### src/rtl/core/ctd_pkg.sv
// shared constants for the capacitive touch detector
// no dependencies; imported by the top level and the checker
package ctd_pkg;

    localparam int SAMPLE_WIDTH_DEF = 16;
    localparam int CFG_W            = 16;
    localparam int CFG_IDX_W        = 2;
    localparam int GIDX_W           = 8;
    localparam int EVENT_W          = 2;
    localparam int FLAG_BITS        = 4 + EVENT_W;

    // register indexes
    localparam logic [CFG_IDX_W-1:0] REG_GATE_THRESHOLD    = 2'd0;
    localparam logic [CFG_IDX_W-1:0] REG_IDLE_WINDOW_LOW   = 2'd1;
    localparam logic [CFG_IDX_W-1:0] REG_IDLE_WINDOW_HIGH  = 2'd2;
    localparam logic [CFG_IDX_W-1:0] REG_SAMPLES_PER_GROUP = 2'd3;

    // register reset values
    localparam logic [CFG_W-1:0]  GATE_THRESHOLD_RST    = 16'd50;
    localparam logic [CFG_W-1:0]  IDLE_WINDOW_LOW_RST   = 16'd60;
    localparam logic [CFG_W-1:0]  IDLE_WINDOW_HIGH_RST  = 16'd80;
    localparam logic [GIDX_W-1:0] SAMPLES_PER_GROUP_RST = 8'd3;

    // change event codes
    localparam logic [EVENT_W-1:0] EV_NONE    = 2'd0;
    localparam logic [EVENT_W-1:0] EV_PRESS   = 2'd1;
    localparam logic [EVENT_W-1:0] EV_RELEASE = 2'd2;

    // result bit positions in the master tdata
    localparam int BIT_CALIBRATED = 0;
    localparam int BIT_REJECTED   = 1;
    localparam int BIT_DECIDED    = 2;
    localparam int BIT_TOUCHED    = 3;
    localparam int BIT_EVENT_LO   = 4;

endpackage

### src/rtl/core/capacitive_touch_detector_top.sv
// capacitive touch detector: calibration, group peak and touch decision
// depends on ctd_pkg
//
// usage
//   slave stream carries one charge time per transfer (tdata, low bits)
//   master stream returns exactly one result per accepted sample
//   config port: write enable, register index, data; writes take effect at
//   once; the user must make them only while idle; the block does not check
// datapath and throughput
//   a sample goes into an input register on its transfer, is judged when
//   the output register has room and then lands in the output register;
//   one sample per cycle sustained while the master side does not stall,
//   set by the combinational compare/max path
// reset
//   synchronous, active low; config returns to its defaults, the block
//   forgets its baseline and recalibrates, no result is pending
// stall
//   while the master side stalls, the output register holds its result and
//   one more sample can wait in the input register; tready drops only when
//   both are full
module capacitive_touch_detector_top
    import ctd_pkg::*;
#(
    parameter int SAMPLE_WIDTH = SAMPLE_WIDTH_DEF
) (
    input  logic                     i_clk,
    input  logic                     i_rst_n,
    // slave stream
    input  logic                     s_axis_tvalid,
    output logic                     s_axis_tready,
    // tdata: charge_time, zero pad
    input  logic [((SAMPLE_WIDTH+7)/8)*8-1:0] s_axis_tdata,
    // master stream
    output logic                     m_axis_tvalid,
    input  logic                     m_axis_tready,
    // tdata: calibrated, calibration_rejected, decision_made, touched,
    //        change_event[1:0], group_peak, zero pad
    output logic [((SAMPLE_WIDTH+FLAG_BITS+7)/8)*8-1:0] m_axis_tdata,
    // config write port
    input  logic                     i_cfg_wr_en,
    input  logic [CFG_IDX_W-1:0]     i_cfg_addr,
    input  logic [CFG_W-1:0]         i_cfg_wdata
);

    localparam int OUT_W = ((SAMPLE_WIDTH + FLAG_BITS + 7) / 8) * 8;
    // one bit above the wider of sample and config, so baseline + gate fits
    localparam int CMP_W = ((SAMPLE_WIDTH > CFG_W) ? SAMPLE_WIDTH : CFG_W) + 1;

    // config registers
    logic [CFG_W-1:0]        r_gate;
    logic [CFG_W-1:0]        r_win_lo;
    logic [CFG_W-1:0]        r_win_hi;
    logic [GIDX_W-1:0]       r_spg;

    // input register
    logic                    r_in_valid;
    logic [SAMPLE_WIDTH-1:0] r_in_sample;

    // detector state
    logic                    r_cal,      n_cal;
    logic [SAMPLE_WIDTH-1:0] r_base,     n_base;
    logic [GIDX_W-1:0]       r_gidx,     n_gidx;
    logic [SAMPLE_WIDTH-1:0] r_peak,     n_peak;
    logic                    r_confirm,  n_confirm;
    logic                    r_touched,  n_touched;

    // output register
    logic                    r_out_valid;
    logic [OUT_W-1:0]        r_out_data, n_out_data;

    logic                    s_xfer;
    logic                    advance;
    logic                    fire;

    // result fields for the sample being judged
    logic                    rejected;
    logic                    decided;
    logic [EVENT_W-1:0]      event_code;
    logic [SAMPLE_WIDTH-1:0] peak_out;

    // datapath helpers
    logic [CMP_W-1:0]        x_ext;
    logic [CMP_W-1:0]        limit;
    logic [SAMPLE_WIDTH-1:0] peak_new;
    logic [GIDX_W-1:0]       gidx_inc;
    logic [GIDX_W-1:0]       grp_size;
    logic                    above;
    logic                    now_touched;

    // output register frees up when empty or being taken
    assign advance       = !r_out_valid || m_axis_tready;
    assign fire          = r_in_valid && advance;
    assign s_axis_tready = !r_in_valid || advance;
    assign s_xfer        = s_axis_tvalid && s_axis_tready;

    assign m_axis_tvalid = r_out_valid;
    assign m_axis_tdata  = r_out_data;

    // config writes
    always_ff @(posedge i_clk) begin
        if (!i_rst_n) begin
            r_gate   <= GATE_THRESHOLD_RST;
            r_win_lo <= IDLE_WINDOW_LOW_RST;
            r_win_hi <= IDLE_WINDOW_HIGH_RST;
            r_spg    <= SAMPLES_PER_GROUP_RST;
        end else if (i_cfg_wr_en) begin
            unique case (i_cfg_addr)
                REG_GATE_THRESHOLD:    r_gate   <= i_cfg_wdata;
                REG_IDLE_WINDOW_LOW:   r_win_lo <= i_cfg_wdata;
                REG_IDLE_WINDOW_HIGH:  r_win_hi <= i_cfg_wdata;
                REG_SAMPLES_PER_GROUP: r_spg    <= i_cfg_wdata[GIDX_W-1:0];
            endcase
        end
    end

    // input register: holds one sample until the output side has room
    always_ff @(posedge i_clk) begin
        if (!i_rst_n) begin
            r_in_valid <= 1'b0;
        end else if (s_xfer) begin
            r_in_valid <= 1'b1;
        end else if (fire) begin
            r_in_valid <= 1'b0;
        end
    end

    always_ff @(posedge i_clk) begin
        if (s_xfer) begin
            r_in_sample <= s_axis_tdata[SAMPLE_WIDTH-1:0];
        end
    end

    // judge one sample: calibration, running peak, group decision
    always_comb begin
        n_cal       = r_cal;
        n_base      = r_base;
        n_gidx      = r_gidx;
        n_peak      = r_peak;
        n_confirm   = r_confirm;
        n_touched   = r_touched;
        rejected    = 1'b0;
        decided     = 1'b0;
        event_code  = EV_NONE;
        peak_out    = '0;
        now_touched = r_touched;

        x_ext    = CMP_W'(r_in_sample);
        limit    = CMP_W'(r_base) + CMP_W'(r_gate);
        peak_new = (r_in_sample > r_peak) ? r_in_sample : r_peak;
        gidx_inc = r_gidx + GIDX_W'(1);
        // a group size of zero acts as one
        grp_size = (r_spg == '0) ? GIDX_W'(1) : r_spg;
        above    = CMP_W'(peak_new) > limit;

        if (!r_cal) begin
            // baseline must sit strictly inside the idle window
            if ((CMP_W'(r_win_lo) < x_ext) && (x_ext < CMP_W'(r_win_hi))) begin
                n_base = r_in_sample;
                n_cal  = 1'b1;
            end else begin
                rejected = 1'b1;
            end
        end else if (gidx_inc >= grp_size) begin
            // group ends (also when the size was lowered mid group)
            peak_out = peak_new;
            n_gidx   = '0;
            n_peak   = '0;
            if (r_confirm) begin
                n_confirm   = 1'b0;
                decided     = 1'b1;
                now_touched = above;
            end else if (above) begin
                n_confirm = 1'b1;
            end else begin
                decided     = 1'b1;
                now_touched = 1'b0;
            end
            if (decided && (now_touched != r_touched)) begin
                event_code = now_touched ? EV_PRESS : EV_RELEASE;
                n_touched  = now_touched;
            end
        end else begin
            n_gidx = gidx_inc;
            n_peak = peak_new;
        end

        n_out_data = '0;
        n_out_data[BIT_CALIBRATED] = n_cal;
        n_out_data[BIT_REJECTED]   = rejected;
        n_out_data[BIT_DECIDED]    = decided;
        n_out_data[BIT_TOUCHED]    = n_touched;
        n_out_data[BIT_EVENT_LO +: EVENT_W]      = event_code;
        n_out_data[FLAG_BITS +: SAMPLE_WIDTH]    = peak_out;
    end

    // detector state advances once per judged sample
    always_ff @(posedge i_clk) begin
        if (!i_rst_n) begin
            r_cal     <= 1'b0;
            r_base    <= '0;
            r_gidx    <= '0;
            r_peak    <= '0;
            r_confirm <= 1'b0;
            r_touched <= 1'b0;
        end else if (fire) begin
            r_cal     <= n_cal;
            r_base    <= n_base;
            r_gidx    <= n_gidx;
            r_peak    <= n_peak;
            r_confirm <= n_confirm;
            r_touched <= n_touched;
        end
    end

    // output register
    always_ff @(posedge i_clk) begin
        if (!i_rst_n) begin
            r_out_valid <= 1'b0;
        end else if (fire) begin
            r_out_valid <= 1'b1;
        end else if (m_axis_tready) begin
            r_out_valid <= 1'b0;
        end
    end

    always_ff @(posedge i_clk) begin
        if (fire) begin
            r_out_data <= n_out_data;
        end
    end

endmodule

### config.mk
export PLATFORM = sky130hd
export DESIGN_NAME = capacitive_touch_detector_top
export DESIGN_NICKNAME = d
export VERILOG_FILES = /design/src/rtl/core/ctd_pkg.sv /design/src/rtl/core/capacitive_touch_detector_top.sv
export SDC_FILE = /design/constraint.sdc
export NUM_CORES = 1
export LEC_CHECK = 0
export BUFFER_PORTS_ARGS = -buffer_cell sky130_fd_sc_hd__buf_4
export CORE_AREA = 4 4 129 131
export DETAILED_ROUTE_END_ITERATION = 7
export DIE_AREA = 0 0 133 135
export PLACE_DENSITY_LB_ADDON = 0.1
export SETUP_SLACK_MARGIN = 0.15
export SKIP_CTS_REPAIR_TIMING = 1
export SLEW_MARGIN = 20
export SYNTH_ARGS = -nofsm -noshare
export SYNTH_HDL_FRONTEND = slang
export SYNTH_SLANG_ARGS = --single-unit
### constraint.sdc
create_clock -name i_clk -period 9 [get_ports i_clk]
set_input_delay 1.8 -clock i_clk [delete_from_list [all_inputs] [get_ports i_clk]]
set_output_delay 1.8 -clock i_clk [all_outputs]
set_load 0.01 [all_outputs]
==> flow_summary.toml <==
[outcome]
status = "complete, no violations"

[route]
drtIter0Drc = 411
postRouteAntennaNets = 0
viasPerCell = 5.45
wire_per_inst_um = 17.4
num_vias = 6136
drc = 0
dr.pass1.iters = 5
drt_wl_total_um = 19600

[floorplanning]
rows = 46
coreArea_um2 = 15600
dieArea_um2 = 18000
die-width_um = 133
initial_core_util = 0.492
die_h_um = 135
floorplan.io_pins = 65

[placement]
gp_congestion = 0.912
dp.final_hpwl_um = 14900
postPlaceCellArea_um2 = 8270
port_buffers = 62
place_inst = 1093
pre_cts_slack_ns = 4.46

[cts]
numCtsBuffers = 17
clock-sinks = 139
cts_tree = "built"
cts-root-buf = "clkbuf_16"
clk_pin_slew_ns = 0.06
insertion_delay_ns = 0.42
clockBufferDepth = 2
htree_num_levels = 4

[logic_synthesis]
avgSynthCellArea_um2 = 9.07
async_flop_share = 0
synth_cell_types = 60
ys_ff_latch = 139
yosys_warnings = 0
netlist_area_um2 = 7670
synth_edf_count = 38
synth_ff_type = "dfxtp_1"
synthCells = 845
yosysSeqAreaShare = 0.413

[layout]
layout.nets = 1023
mostFrequentLayoutCells = "nand2_1, dfxtp_1, ha_1"
final_common_cell = "nand2_1"
final_cell_area_um2 = 8870
drive_gt1_frac = 0.122
antenna_cells = 0
n_fill_cell = 1416
area_delta_synth_final_pct = 15.7
final_cells = 1125
utilization = 0.569

[setup_path]
reg2reg_to = "m_axis_tdata[5]$_SDFFCE_PN0P_"
crit_chain = "ha_1, nand4_1, or2_0, a221o_1, a31oi_1, o21a_1, mux2i_1, ha_1, nand3_1, nor4_1, o31ai_1, o211ai_1, and3_1, nand2_1, and3_1"
critical_path.top_delay_family = "compound AO/OA/AOI/OAI gates"
rrSetupSlack_ns = 4.47
crit_cells = 15
crit_arrival_ns = 4.71
cp_max_fo = 18
critPathKind = "flop to flop"
crit_path_start_kind = "flop"
reg2regPathDepth = 15
end_kind = "flop"
crit_slowest_cell = "o21a_1"
r2r-start = "r_in_sample[11]$_DFFE_PP_"
max_stage_delay_ns = 0.83
crit_buf_inv = 0
crit_required_ns = 9.18

[worst_hold_path]
min-delay-start = "r_win_lo[0]$_SDFFE_PN0P_"
min_path_type = "flop to flop"
holdPathEnd = "r_win_lo[0]$_SDFFE_PN0P_"
min_path_cells = 2

[sta]
fin_setup_tns_ns = 0
rsz0062_at_grt = "no"
max_freq_ghz = 0.221
finalHoldViolations = 0
period_share = 0.504
worst_pin_slew_ns = 1.02
final_max_slew_viol_count = 0
setup_viol = 0
fin_ws_ns = 4.47
slew_headroom = 0.320
finClkSkew_ns = 0.00918
finalCriticalPeriod_ns = 4.53

[global_routing]
gr-total-overflow = 0
first_global_vias = 5989
grt_max_degree = 51
groute.usage.overall = 0.223
antenna_found_initial = 0
grt_pass1_wl_um = 31300

[power_and_ir_drop]
ir_drop_mv = 0.120
power_per_cell_area_nw_per_um2 = 177
leakagePower_nw = 3.80

[run]
cap_violations = 0
==> how the worst max path moves through the flow <==
stage / from / to / slack [ns]
final: r_in_sample[11]$_DFFE_PP_ / m_axis_tdata[5]$_SDFFCE_PN0P_ / 4.47
after global routing: r_in_sample[13]$_DFFE_PP_ / m_axis_tdata[3]$_DFFE_PP_ / 4.03
after CTS: r_in_sample[11]$_DFFE_PP_ / m_axis_tdata[3]$_DFFE_PP_ / 4.43
after detailed placement: r_in_sample[14]$_DFFE_PP_ / m_axis_tdata[3]$_DFFE_PP_ / 4.46
after global placement: r_in_sample[13]$_DFFE_PP_ / m_axis_tdata[3]$_DFFE_PP_ / 4.52
after floorplan: m_axis_tready / r_peak[5]$_SDFFE_PN0P_ / 4.85
==> cell usage after synthesis (all sizes together), types with 4 or more instances <==
library cell,n,area (µm²)
a211oi,5,37.5
a21o,15,113
a21oi,82,410
and2,20,125
and3,6,37.5
buf,9,80.1
clkbuf,27,101
dfxtp,101,2020
edfxtp,38,1140
ha,87,1090
inv,61,229
mux2i,32,320
nand2,167,629
nand2b,5,31.3
nand3,19,95.1
nand3b,4,30.0
nand4,12,75.1
nor2,32,120
nor2b,8,50.1
nor3,6,30.0
nor4,7,43.8
o211ai,6,45.0
o21a,8,67.6
o21ai,23,115
o32ai,15,210
xnor2,7,61.3
xor2,12,105
==> power by group <==
group | switching, mW | internal, mW
registers | 0.0155 | 0.664
clock network | 0.270 | 0.450
logic | 0.104 | 0.0710
==> sequential cells by signal (all words and copies together), names as in the netlist, 8 cells and up <==
signal,flops
r_in_sample,16
r_base,16
r_gidx,8
r_peak,16
r_win_lo,16
r_gate,16
r_spg,8
r_win_hi,16
m_axis_tdata,22
==> worst min-delay path, stage by stage, from the launching register on <==
cell and delay, ns:
dfxtp_1 0.30, nand2_1 0.05, a21oi_1 0.05
==> metrics by stage <==
stage,hold WS (ns),power [mW]
2_1_floorplan,0.431,0.805
3_3_place_gp,0.441,0.860
3_5_place_dp,0.443,0.865
4_1_cts,0.451,1.58
5_1_grt,0.468,1.64
6_report,0.452,1.57
==> logic make-up (layout without fill, tap and decap cells) <==
kind of cell | count (synthesis) | after routing | share of synthesized area
buf+inv | 97 | 160 | 0.0535
compound gates | 174 | 174 | 0.151
fa+ha+maj | 88 | 88 | 0.145
xor+xnor | 19 | 19 | 0.0217
other cells | 1 | 2 | 0.000489
mux | 32 | 32 | 0.0418
flops | 139 | 139 | 0.413
simple gates | 295 | 295 | 0.174
==> metal layers <==
layer  up-vias  GRT usage  routed length, µm
met5         -          0                  0
met4         0     0.0560                201
met3        14     0.0544               1300
met2       169      0.328               8450
met1      2904      0.329               9610
li1       3049          -                  -
==> area by class of cell <==
class	count	area (µm²)	area share
Clock buffer	20	458	0.0516
Sequential cell	139	3160	0.357
Tap cell	216	270	0.0305
Clock inverter	12	144	0.0162
Inverter	61	229	0.0258
Multi-Input combinational cell	610	4110	0.463
Timing Repair Buffer	67	503	0.0567
Power figures use the tool's default switching activity.
